[config.mk]
export PLATFORM = sky130hd
export DESIGN_NAME = ceh_div
export DESIGN_NICKNAME = d
export VERILOG_FILES = /design/src/hdl/ceh_pkg.sv /design/src/hdl/ceh_div.sv
export SDC_FILE = /design/constraint.sdc
export NUM_CORES = 1
export LEC_CHECK = 0
export BUFFER_PORTS_ARGS = -buffer_cell sky130_fd_sc_hd__buf_2
export CAP_MARGIN = 20
export CORE_AREA = 2 2 67 69
export CTS_CLUSTER_SIZE = 16
export DETAILED_ROUTE_END_ITERATION = 6
export DIE_AREA = 0 0 69 71
export PLACE_DENSITY = 0.77
export REMOVE_ABC_BUFFERS = 1
export SYNTH_ARGS = -nofsm -noshare
export SYNTH_HDL_FRONTEND = slang
export SYNTH_SLANG_ARGS = --single-unit
[constraint.sdc]
create_clock -name clk_i -period 6.2 [get_ports clk_i]
set_input_delay 1.86 -clock clk_i [delete_from_list [all_inputs] [get_ports clk_i]]
set_output_delay 1.86 -clock clk_i [all_outputs]
set_load 0.02 [all_outputs]
[src/hdl/ceh_pkg.sv]
package ceh_pkg;

  // Default sizes of the block
  localparam int CEH_MODULUS_BITS = 12;
  localparam int CEH_BIN_COUNT    = 2048;
  localparam int CEH_COUNT_BITS   = 16;

  // Compression settings
  localparam int CEH_MAX_D      = 11;
  localparam int CEH_QUOT_BITS  = CEH_MAX_D + 1;
  localparam int CEH_DBITS_W    = 4;
  localparam int CEH_MODULUS_RST = 3329;
  localparam logic [CEH_DBITS_W-1:0] CEH_DBITS_RST = 4'd10;

  // Fixed widths of the result fields
  localparam int CEH_COMP_W   = 12;
  localparam int CEH_DECOMP_W = 12;
  localparam int CEH_ERR_W    = 11;

  typedef enum logic [0:0] {
    OP_RECORD = 1'b0,
    OP_READ   = 1'b1
  } ceh_op_e;

  typedef enum logic [0:0] {
    CFG_MODULUS   = 1'b0,
    CFG_COMP_BITS = 1'b1
  } ceh_cfg_e;

  typedef enum logic [2:0] {
    ST_IDLE,
    ST_DIV,
    ST_MUL,
    ST_ERR,
    ST_LOOK,
    ST_UPD,
    ST_DONE
  } ceh_state_e;

  // Status of the iterative divider
  typedef struct packed {
    logic busy;
    logic done;
  } ceh_div_stat_t;

endpackage

[src/hdl/ceh_div.sv]
module ceh_div
  import ceh_pkg::*;
#(
  parameter int MODULUS_BITS = CEH_MODULUS_BITS
) (
  input  logic                                 clk_i,
  input  logic                                 rst_ni,
  input  logic                                 start_i,
  input  logic [MODULUS_BITS+CEH_QUOT_BITS-1:0] numer_i,
  input  logic [MODULUS_BITS-1:0]              denom_i,
  output ceh_div_stat_t                        stat_o,
  output logic [CEH_QUOT_BITS-1:0]             quot_o
);

  localparam int QB = CEH_QUOT_BITS;
  localparam int NW = MODULUS_BITS + QB;
  localparam int CW = $clog2(QB);

  logic [MODULUS_BITS-1:0] rem_q, rem_d;
  logic [QB-1:0]           sh_q, sh_d;
  logic [CW-1:0]           cnt_q, cnt_d;
  logic                    busy_q, busy_d;
  logic                    done_q, done_d;
  logic [MODULUS_BITS:0]   trial;
  logic [MODULUS_BITS:0]   diff;
  logic                    ge;
  logic                    last;

  // One restoring step: shift in a numerator bit, trial subtract
  assign trial = {rem_q, sh_q[QB-1]};
  assign diff  = trial - {1'b0, denom_i};
  assign ge    = trial >= {1'b0, denom_i};
  assign last  = cnt_q == CW'(QB - 1);

  always_comb begin
    rem_d  = rem_q;
    sh_d   = sh_q;
    cnt_d  = cnt_q;
    busy_d = busy_q;
    done_d = 1'b0;
    if (start_i) begin
      // Upper numerator bits are already below the divisor
      rem_d  = numer_i[NW-1:QB];
      sh_d   = numer_i[QB-1:0];
      cnt_d  = '0;
      busy_d = 1'b1;
    end else if (busy_q) begin
      rem_d = ge ? diff[MODULUS_BITS-1:0] : trial[MODULUS_BITS-1:0];
      sh_d  = {sh_q[QB-2:0], ge};
      cnt_d = cnt_q + CW'(1);
      if (last) begin
        busy_d = 1'b0;
        done_d = 1'b1;
      end
    end
  end

  always_ff @(posedge clk_i or negedge rst_ni) begin
    if (!rst_ni) begin
      busy_q <= 1'b0;
      done_q <= 1'b0;
      cnt_q  <= '0;
    end else begin
      busy_q <= busy_d;
      done_q <= done_d;
      cnt_q  <= cnt_d;
    end
  end

  always_ff @(posedge clk_i) begin
    rem_q <= rem_d;
    sh_q  <= sh_d;
  end

  assign stat_o.busy = busy_q;
  assign stat_o.done = done_q;
  assign quot_o      = sh_q;

  a_rem_below_divisor: assert property (@(posedge clk_i) disable iff (!rst_ni)
    busy_q |-> rem_q < denom_i)
    else $error("divider remainder not below divisor");

  a_done_ends_busy: assert property (@(posedge clk_i) disable iff (!rst_ni)
    done_q |-> !busy_q && $past(busy_q))
    else $error("divider done without a running division");

endmodule

---- Word level (Yosys, flattened, before mapping) ----
Index checks and enable logic that the tools add are counted.
word-level totals
  register bits ........................... 30
  input port bits ......................... 39
cells by class
  equality and inequality tests ........... 1
  mux-type cells .......................... 13
  $add $sub $neg .......................... 2
  order comparisons ....................... 1
  reductions and logical operators ........ 1
operators by type and width
  cell                                                           number
  12-bit two-way mux                                             5
  13-bit by 12-bit >= comparator with 1-bit output               1
  12-bit subtractor                                              1
  4-bit two-way mux                                              2
  1-bit two-way mux                                              6
  4-bit by 1-bit adder with 4-bit output, second input constant  1
  4-bit == test, second input constant                           1
  2-bit nonzero test                                             1

---- Logic depth before layout (Yosys ltp) ----
Gate-level depths: netlist (run 1).
  depth in word-level cells ............... 4
  depth in mapped cells ................... 9

---- Worst setup path after synthesis (run 1) ----
Ideal clock, no wire load.
  path type ............................... in2reg
  start point ............................. input denom_i[0]
  end point ............................... register rem_q[2] (data pin)
  setup slack ............................. 2.671 ns
  library setup time ...................... 0.270 ns
  arrival time ............................ 3.259 ns
  path buffers ............................ 0
  stages on the path ...................... 7
  path through ............................ ha_1 > nand2b_1 > a21o_1 > a211o_1 > and3_4 > nor2_4 > o311ai_2
on the way
  cells in the longest elaborated chain, start to end .. 4
  elaborated cells between the ends (all ways) .. 5
ends and longest elaborated chain
  item                                                                                          line                          RTL
  start: declaration                                                                            ceh_div.sv:10                 input logic [MODULUS_BITS-1:0] denom_i,
  12-bit subtractor / 13-bit by 12-bit >= comparator with 1-bit output (equally long branches)  ceh_div.sv:31, ceh_div.sv:32
  12-bit two-way mux *                                                                          ceh_div.sv:48                 rem_d = ge ? diff[MODULUS_BITS-1:0] : trial[MODULUS_BITS-1:0];
  12-bit two-way mux *                                                                          ceh_div.sv:47                 end else if (busy_q) begin
  12-bit two-way mux *                                                                          ceh_div.sv:41                 if (start_i) begin
  net rem_d[2]                                                                                  ceh_div.sv:19                 logic [MODULUS_BITS-1:0] rem_q, rem_d;
  end signal: assignment                                                                        ceh_div.sv:71                 rem_q <= rem_d;
  end: declaration                                                                              ceh_div.sv:19
Mark *: on every way through the listed nets, which the timed path passes. The rest lies on a longest branch. The select of a mux whose other input is x is not followed.
A chain may end at the register's enable or synchronous reset.

---- Worst setup path after layout (run 1) ----
  start point ............................. input denom_i[1]
  end point ............................... register rem_q[11] (data pin)
The elaborated chain is that of the path after synthesis.

==> results of run 1 <==
[layout make-up]
type,instances,share of cell area
sequential,30,0.346
tap,52,0.0258
clock inverter,2,0.00348
clock buffer,6,0.0288
timing repair buffer,52,0.103
multi-input combinational,149,0.468
inverter,17,0.0253
[logic make-up (layout without fill, tap and decap cells)]
kind of cell,after synthesis,after routing,share of synthesized area
and+or+nand+nor,60,60,0.159
AOI/OAI and AO/OA,52,52,0.185
DFF,30,30,0.393
buffers and inverters,26,77,0.0740
adders and majority gates,14,14,0.0825
muxes,13,13,0.0656
xor gates and xnor gates,10,10,0.0396
[flip-flops by register name, indices dropped and copies added (netlist names)]
name	cells
quot_o	12
done_q	1
rem_q	12
busy_q	1
cnt_q	4
[path summary, 6_finish.rpt]
check,from,end,slack (ns)
worst max-delay path,denom_i[1],rem_q[11],2.64
worst min-delay path,cnt_q[3],cnt_q[3],0.55
worst max register to register,rem_q[7],quot_o[0],3.90
worst min register to register,cnt_q[3],cnt_q[3],0.55
max in group asynchronous,rst_ni,busy_q,4.67
min in group asynchronous,rst_ni,cnt_q[0],1.39
[worst register-to-register path, delay by kind of cell, from the launching register on]
family,cells,cell delay [ns]
simple gates,3,0.63
flops,1,0.42
mux,1,0.28
fa+ha+maj,1,0.39
compound gates,2,0.34
[report_power, final]
group / internal, W / switching [W] / total (W)
Clock: 0.0000770 / 0.0000746 / 0.000152
Combinational: 0.000219 / 0.000298 / 0.000517
Sequential: 0.000287 / 0.0000364 / 0.000324
Total: 0.000583 / 0.000409 / 0.000992
[synthesized netlist by cell type, types with 3 or more instances]
library cell	instances
xor2_1	4
a21o_1	4
edfxtp_1	24
dfrtp_1	6
clkbuf_8	4
nand4_1	7
xnor2_1	6
nor2_1	13
mux2_2	12
inv_1	17
and2_1	4
o311ai_2	4
a21oi_1	11
a41oi_1	3
o21ai_1	5
nand2_1	16
ha_1	13
o21ai_0	3
[metal layers]
layer | GRT usage | up-vias | routed length, um
met1 | 0.242 | 807 | 2130
li1 | - | 875 | -
met4 | 0.0784 | 0 | 73
met3 | 0.0513 | 7 | 286
met2 | 0.349 | 51 | 2110
met5 | 0 | - | 0
[through the flow]
stage	util	power, W
global route	0.599	0.00106
floorplan	-	0.000721
global placement	0.580	0.000825
CTS	0.599	0.000992
detailed placement	0.580	0.000833
finish	0.599	0.000992
==> results.json, run 1 <==
{
  "syn-cell-area_um2": 2210,
  "hold_buffers": 0,
  "clockBufferDepth": 2,
  "whs_path_depth": 2,
  "whs_ns": 0.552,
  "regArea_um2": 871,
  "dieArea_um2": 4900,
  "ys_ff_latch": 30,
  "hold_class": "flop to flop",
  "insertedDiodeCount": 0,
  "avgRoutedWirePerCell_um": 14.9,
  "worstPathArrival_ns": 3.59,
  "die_h_um": 71,
  "fin_crit_sh": 0.574,
  "critPathBufInv": 2,
  "final_cell_mix": "buf_2 (52), edfxtp_1 (24), inv_1 (17), nand2_1 (16)",
  "ys_seq_area_frac": 0.393,
  "avgViaCountPerCell": 5.65,
  "path_cells": "buf_2, inv_1, ha_1, nor2b_1, o31ai_2, a21oi_1, o41ai_1, xor2_1, o21ai_1",
  "syn_to_final_growth_pct": 13.8,
  "cts.sinks": 30,
  "pre_cts_ws_ns": 2.40,
  "place.gp.congestion": 0.859,
  "slew_headroom": 0.499,
  "port_buffers": 52,
  "ir_worst_vdd_mv": 0.147,
  "critPathTopFamily": "compound AO/OA/AOI/OAI gates",
  "tns_ns": 0,
  "fmaxAchievable_mhz": 281,
  "grt_usage": 0.202,
  "synth_warnings": 0,
  "final_common_cell": "buf_2",
  "setup_violations": 0,
  "clk_transition_reported_paths_ns": 0.07,
  "nFillCells": 357,
  "fin_nets": 308,
  "start_kind": "primary input",
  "final_cells": 308,
  "cts_buffers": 5,
  "core_um2": 4200,
  "critical_path_cell_count": 9,
  "htreeDepth": 2,
  "pwr_density_cell_nw_per_um2": 394,
  "clk_latency_ns": 0.28,
  "synth_cells": 205,
  "path_max_fanout": 3,
  "tightestPinTransition_ns": 0.751,
  "crit_slowest_cell": "o41ai_1",
  "status": "finished clean",
  "worstPathRequired_ns": 6.23,
  "synth_ff_type": "edfxtp_1",
  "cts_resized": 0,
  "multi_input_area_um2": 1180,
  "end_kind": "flop",
  "finalHoldViolations": 0,
  "max_cap_violations": 0,
  "rsz0062_at_grt": "no",
  "grt_pass1_wl_mm": 7.79,
  "yosysTopAreaCell": "edfxtp_1",
  "io_pins": 53,
  "slowest_delay_ns": 0.39,
  "synth_enable_flop_cells": 24,
  "dp_hpwl_mm": 3.23,
  "routed_wl_mm": 4.60,
  "vias": 1740,
  "grt_pass1_vias": 1738,
  "synth_top_area_share": 0.326,
  "synthTopCellsByArea": "edfxtp_1 (33%), ha_1 (7.3%), dfrtp_1 (6.8%)",
  "rr_worst_depth": 7,
  "post_cts_buffers": 0,
  "drc": 0,
  "setup_ws_ns": 2.64,
  "path_class": "primary input to flop",
  "synthArstFlopShare": 0.200,
  "syn_area_per_cell_um2": 10.8,
  "stdcell_area_um2": 2520,
  "overflow": 0,
  "p_leak_nw": 1.12,
  "dpl-instance-area_um2": 2440,
  "grt_max_degree": 38,
  "drive_gt1_frac": 0.344,
  "dp_cells": 300,
  "drv_slew": 0,
  "period_needed_ns": 3.56,
  "drtPass1Iterations": 4,
  "cts_tree": "done",
  "grt_antenna_before_repair": 0,
  "drt-initial-drc-count": 67,
  "start_util": 0.526,
  "cts_root_buffer": "clkbuf_8",
  "final_antenna_net_count": 0,
  "skew_ns": 0.00398,
  "rows": 24,
  "yosysUniqueCellTypes": 55,
  "die_x_um": 69
}
Power figures use the tool's default switching activity.
==> run 2, diff against run 1 <==
--- a/config.mk
+++ b/config.mk
@@ -7,11 +7,11 @@
 export LEC_CHECK = 0
 export BUFFER_PORTS_ARGS = -buffer_cell sky130_fd_sc_hd__buf_2
 export CAP_MARGIN = 20
-export CORE_AREA = 2 2 67 69
+export CORE_AREA = 2 2 68 70
 export CTS_CLUSTER_SIZE = 16
 export DETAILED_ROUTE_END_ITERATION = 6
-export DIE_AREA = 0 0 69 71
-export PLACE_DENSITY = 0.77
+export DIE_AREA = 0 0 70 72
+export PLACE_DENSITY = 0.75
 export REMOVE_ABC_BUFFERS = 1
 export SYNTH_ARGS = -nofsm -noshare
 export SYNTH_HDL_FRONTEND = slang
==> constraint.sdc (replaced) <==
create_clock -name clk_i -period 3.4 [get_ports clk_i]
set_input_delay 1.02 -clock clk_i [delete_from_list [all_inputs] [get_ports clk_i]]
set_output_delay 1.02 -clock clk_i [all_outputs]
set_load 0.02 [all_outputs]
==> results.json, run 2 (same netlist as run 1, synthesis figures left out) <==
{
  "status": "finished clean",
  "core_um2": 4260,
  "drtPass1Iterations": 4,
  "power_frac_comb": 0.522,
  "critPathCapture": "rem_q[8]",
  "vias": 1724,
  "start_util": 0.519,
  "path_class": "primary input to flop",
  "hold_class": "primary input to async pin",
  "fin_crit_sh": 0.797,
  "dp_hpwl_mm": 3.39,
  "path_cells": "buf_2, ha_1, fa_1, nor2b_1, o31a_1, o311ai_1, a21oi_1, xnor2_1, o21ai_1",
  "cts_root_buffer": "clkbuf_8",
  "grt_pass1_vias": 1686,
  "cts_buffers": 5,
  "final_cell_mix": "buf_2 (52), edfxtp_1 (24), inv_1 (17), nand2_1 (16)",
  "die_x_um": 70,
  "setup_violations": 0,
  "worstPathArrival_ns": 2.75,
  "max_cap_violations": 0,
  "end_kind": "flop",
  "crit_slowest_cell": "fa_1",
  "pwr_density_cell_nw_per_um2": 712,
  "tns_ns": 0,
  "r2r-start": "quot_o[11]",
  "p_switching_w": 0.000740,
  "rr_worst_depth": 9,
  "power_w": 0.00180,
  "grt_max_degree": 25,
  "final_common_cell": "buf_2",
  "avgRoutedWirePerCell_um": 15.0,
  "grt_pass1_wl_mm": 7.78,
  "grt_antenna_before_repair": 0,
  "cts_tree": "done",
  "skew_ns": 0.00975,
  "dpl-instance-area_um2": 2450,
  "switching_share": 0.411,
  "fmaxAchievable_mhz": 369,
  "finalHoldViolations": 0,
  "final_antenna_net_count": 0,
  "rsz0062_at_grt": "no",
  "hold_buffers": 0,
  "path_max_fanout": 3,
  "port_buffers": 52,
  "stdcell_area_um2": 2530,
  "clk_latency_ns": 0.29,
  "grt_usage": 0.198,
  "power_frac_seq": 0.326,
  "cts.sinks": 30,
  "cts_resized": 0,
  "insertedDiodeCount": 0,
  "r2r_end": "rem_q[8]",
  "place.gp.congestion": 0.818,
  "ir_worst_vdd_mv": 0.335,
  "die_h_um": 72,
  "routed_wl_mm": 4.62,
  "p_leak_nw": 1.13,
  "drt-initial-drc-count": 89,
  "whs_ns": 0.546,
  "drive_gt1_frac": 0.342,
  "r2r_slack_ns": 1.10,
  "worstPathRequired_ns": 3.44,
  "avgViaCountPerCell": 5.58,
  "post_cts_buffers": 0,
  "syn_to_final_growth_pct": 14.1,
  "rows": 24,
  "period_needed_ns": 2.71,
  "fin_nets": 309,
  "clk_transition_reported_paths_ns": 0.07,
  "utilization": 0.592,
  "slew_headroom": 0.604,
  "internal-power_w": 0.00106,
  "htreeDepth": 2,
  "io_pins": 53,
  "start_kind": "primary input",
  "overflow": 0,
  "clockBufferDepth": 2,
  "slowest_delay_ns": 0.43,
  "dieArea_um2": 5040,
  "crit_path_start": "denom_i[0]",
  "drv_slew": 0,
  "tightestPinTransition_ns": 0.595,
  "drc": 0,
  "clkPwrFrac": 0.152
}
run 2: critical path: cells and delay by family:
family | cells | cell delay [ns]
AOI/OAI and AO/OA | 4 | 0.63
xor gates and xnor gates | 1 | 0.15
adders and majority gates | 2 | 0.66
buffers and inverters | 1 | 0.10
and+or+nand+nor | 1 | 0.20
run 2: metal layers:
layer  vias up  share of wire  GRT usage  wire [um]
met2        54           0.46      0.322       2150
li1        867              -          -          -
met3         6          0.066     0.0472        304
met1       797           0.46      0.262       2110
met5         -              0          0          0
met4         0          0.014     0.0705         63
run 2: power by group through the flow:
| stage | sequential, W | clock (W) | combinational [W] |
|---|---|---|---|
| floorplan | 0.000602 | 0 | 0.000712 |
| global placement | 0.000592 | 0 | 0.000913 |
| detailed placement | 0.000593 | 0 | 0.000932 |
| CTS | 0.000588 | 0.000280 | 0.000936 |
| global route | 0.000600 | 0.000293 | 0.00104 |
| finish | 0.000586 | 0.000274 | 0.000939 |
run 2: worst min-delay path by stage:
| stage | slack, ns | end | start |
|---|---|---|---|
| 6_report | 0.55 | cnt_q[2] | rst_ni |
| 5_1_grt | 0.55 | cnt_q[2] | rst_ni |
| 4_1_cts | 0.55 | cnt_q[1] | rst_ni |
| 3_5_place_dp | 0.54 | cnt_q[3] | cnt_q[3] |
| 3_3_place_gp | 0.52 | cnt_q[3] | cnt_q[3] |
| 2_1_floorplan | 0.50 | cnt_q[3] | cnt_q[3] |
run 2: area by class of cell:
cell class                      count  area (um2)
Fill cell                         387        1740
Multi-Input combinational cell    149        1180
Sequential cell                    30         871
Timing Repair Buffer               53         268
Clock buffer                        5        68.8
Tap cell                           52        65.1
Inverter                           17        63.8
Clock inverter                      3        11.3
run 2: through the flow:
stage          setup slack, ns  instances
3_5_place_dp             0.417        301
2_1_floorplan            0.711        196
6_report                 0.691        309
4_1_cts                  0.714        309
5_1_grt                  0.595        309
3_3_place_gp             0.419        301
==> run 3, diff against run 2 <==
==> constraint.sdc (replaced) <==
create_clock -name clk_i -period 2.5 [get_ports clk_i]
set_input_delay 0.75 -clock clk_i [delete_from_list [all_inputs] [get_ports clk_i]]
set_output_delay 0.75 -clock clk_i [all_outputs]
set_load 0.02 [all_outputs]
==> results.json, run 3 (same netlist as run 1, synthesis figures left out) <==
{
  "ir_worst_vdd_mv": 0.597,
  "start_kind": "primary input",
  "clk_transition_reported_paths_ns": 0.07,
  "io_pins": 53,
  "place.gp.congestion": 0.834,
  "utilization": 0.646,
  "cts_resized": 0,
  "port_buffers": 52,
  "path_max_fanout": 6,
  "cts.sinks": 30,
  "avgRoutedWirePerCell_um": 14.7,
  "post_cts_buffers": 0,
  "fin_crit_sh": 0.951,
  "cts_root_buffer": "clkbuf_8",
  "final_common_cell": "buf_2",
  "hold_buffers": 0,
  "die_x_um": 70,
  "pwr_density_cell_nw_per_um2": 990,
  "crit_slowest_cell": "a211o_1",
  "htreeDepth": 2,
  "p_leak_nw": 1.27,
  "tightestPinTransition_ns": 0.607,
  "hold_class": "primary input to async pin",
  "final_cell_mix": "buf_2 (52), buf_4 (31), edfxtp_1 (24), inv_1 (17), nand2_1 (16)",
  "drv_slew": 0,
  "skew_ns": 0.00532,
  "die_h_um": 72,
  "insertedDiodeCount": 0,
  "end_kind": "flop",
  "avgViaCountPerCell": 5.46,
  "finalHoldViolations": 0,
  "grt_usage": 0.208,
  "final_antenna_net_count": 0,
  "grt_pass1_wl_mm": 8.26,
  "routed_wl_mm": 4.98,
  "clk_latency_ns": 0.28,
  "start_util": 0.519,
  "path_class": "primary input to flop",
  "slew_headroom": 0.595,
  "worstPathRequired_ns": 2.51,
  "worstPathArrival_ns": 2.39,
  "rows": 24,
  "critPathTopFamily": "compound AO/OA/AOI/OAI gates",
  "clockBufferDepth": 2,
  "vias": 1852,
  "grt_antenna_before_repair": 0,
  "fmaxAchievable_mhz": 421,
  "drive_gt1_frac": 0.415,
  "drt-initial-drc-count": 127,
  "status": "finished clean",
  "cts_buffers": 5,
  "grt_max_degree": 25,
  "drc": 0,
  "dieArea_um2": 5040,
  "core_um2": 4260,
  "syn_to_final_growth_pct": 24.4,
  "cts_tree": "done",
  "drtPass1Iterations": 4,
  "overflow": 0,
  "setup_violations": 0,
  "dp_hpwl_mm": 3.87,
  "critPathBufInv": 1,
  "grt_pass1_vias": 1796,
  "stdcell_area_um2": 2750,
  "path_cells": "buf_2, ha_1, nand2b_1, a21o_1, a211o_1, and3_4, nor2_4, o311ai_2",
  "dpl-instance-area_um2": 2670,
  "max_cap_violations": 0,
  "period_needed_ns": 2.38,
  "slowest_delay_ns": 0.33,
  "rsz0062_at_grt": "no",
  "fin_nets": 339
}
run 3: cell types whose count changed in the layout (fill, tap and decap cells not counted):
cell      previous run  this run
buf_4                1        31
clkinv_2             0         1
clkbuf_1             0         1
clkinv_1             3         1
run 3: final timing paths:
check	start	to	slack (ns)	cells past startpoint
min in group clk_i	cnt_q[3]	cnt_q[3]	0.55	2
min	rst_ni	cnt_q[2]	0.27	1
min reg2reg	cnt_q[3]	cnt_q[3]	0.55	2
max	denom_i[0]	rem_q[5]	0.12	8
max reg2reg	quot_o[11]	rem_q[5]	0.27	8
max in group asynchronous	rst_ni	cnt_q[3]	2.08	1
run 3: where the power goes:
group,switching (W),leakage [nW],internal [W]
combinational,0.000800,0.900,0.000746
sequential,0.0000886,0.331,0.000712
clock,0.000185,0.0426,0.000191
run 3: area by class of cell:
| cell class | count | area (um2) |
|---|---|---|
| Tap cell | 52 | 65.1 |
| Sequential cell | 30 | 871 |
| Timing Repair Buffer | 83 | 493 |
| Fill cell | 364 | 1510 |
| Multi-Input combinational cell | 149 | 1180 |
| Inverter | 17 | 63.8 |
| Clock inverter | 2 | 8.76 |
| Clock buffer | 6 | 72.6 |
run 3: worst register-to-register path: stages, from the launching register on:
cell	delay, ns
edfxtp_1	0.41
inv_1	0.08
ha_1	0.23
nand2b_1	0.15
a21o_1	0.17
a211o_1	0.33
and3_4	0.22
nor2_4	0.24
o311ai_2	0.13
run 3: routing by layer:
metal	wire [um]	up-vias	share of wire	global-route usage
met1	2200	860	0.44	0.277
met4	55	0	0.011	0.0513
met2	2420	59	0.49	0.346
li1	-	928	-	-
met3	297	5	0.060	0.0500
met5	0	-	0	0
run 3: metrics by stage:
| stage | total power (W) | TNS, ns | hold slack (ns) | instances | setup WS [ns] |
|---|---|---|---|---|---|
| 2_1_floorplan | 0.00179 | 0 | 0.454 | 196 | 0.0813 |
| 3_5_place_dp | 0.00235 | -1.74 | 0.535 | 331 | -0.168 |
| 6_report | 0.00272 | 0 | 0.275 | 339 | 0.123 |
| 5_1_grt | 0.00293 | 0 | 0.277 | 339 | 0.0205 |
| 3_3_place_gp | 0.00231 | -1.36 | 0.525 | 331 | -0.136 |
| 4_1_cts | 0.00274 | 0 | 0.275 | 339 | 0.117 |
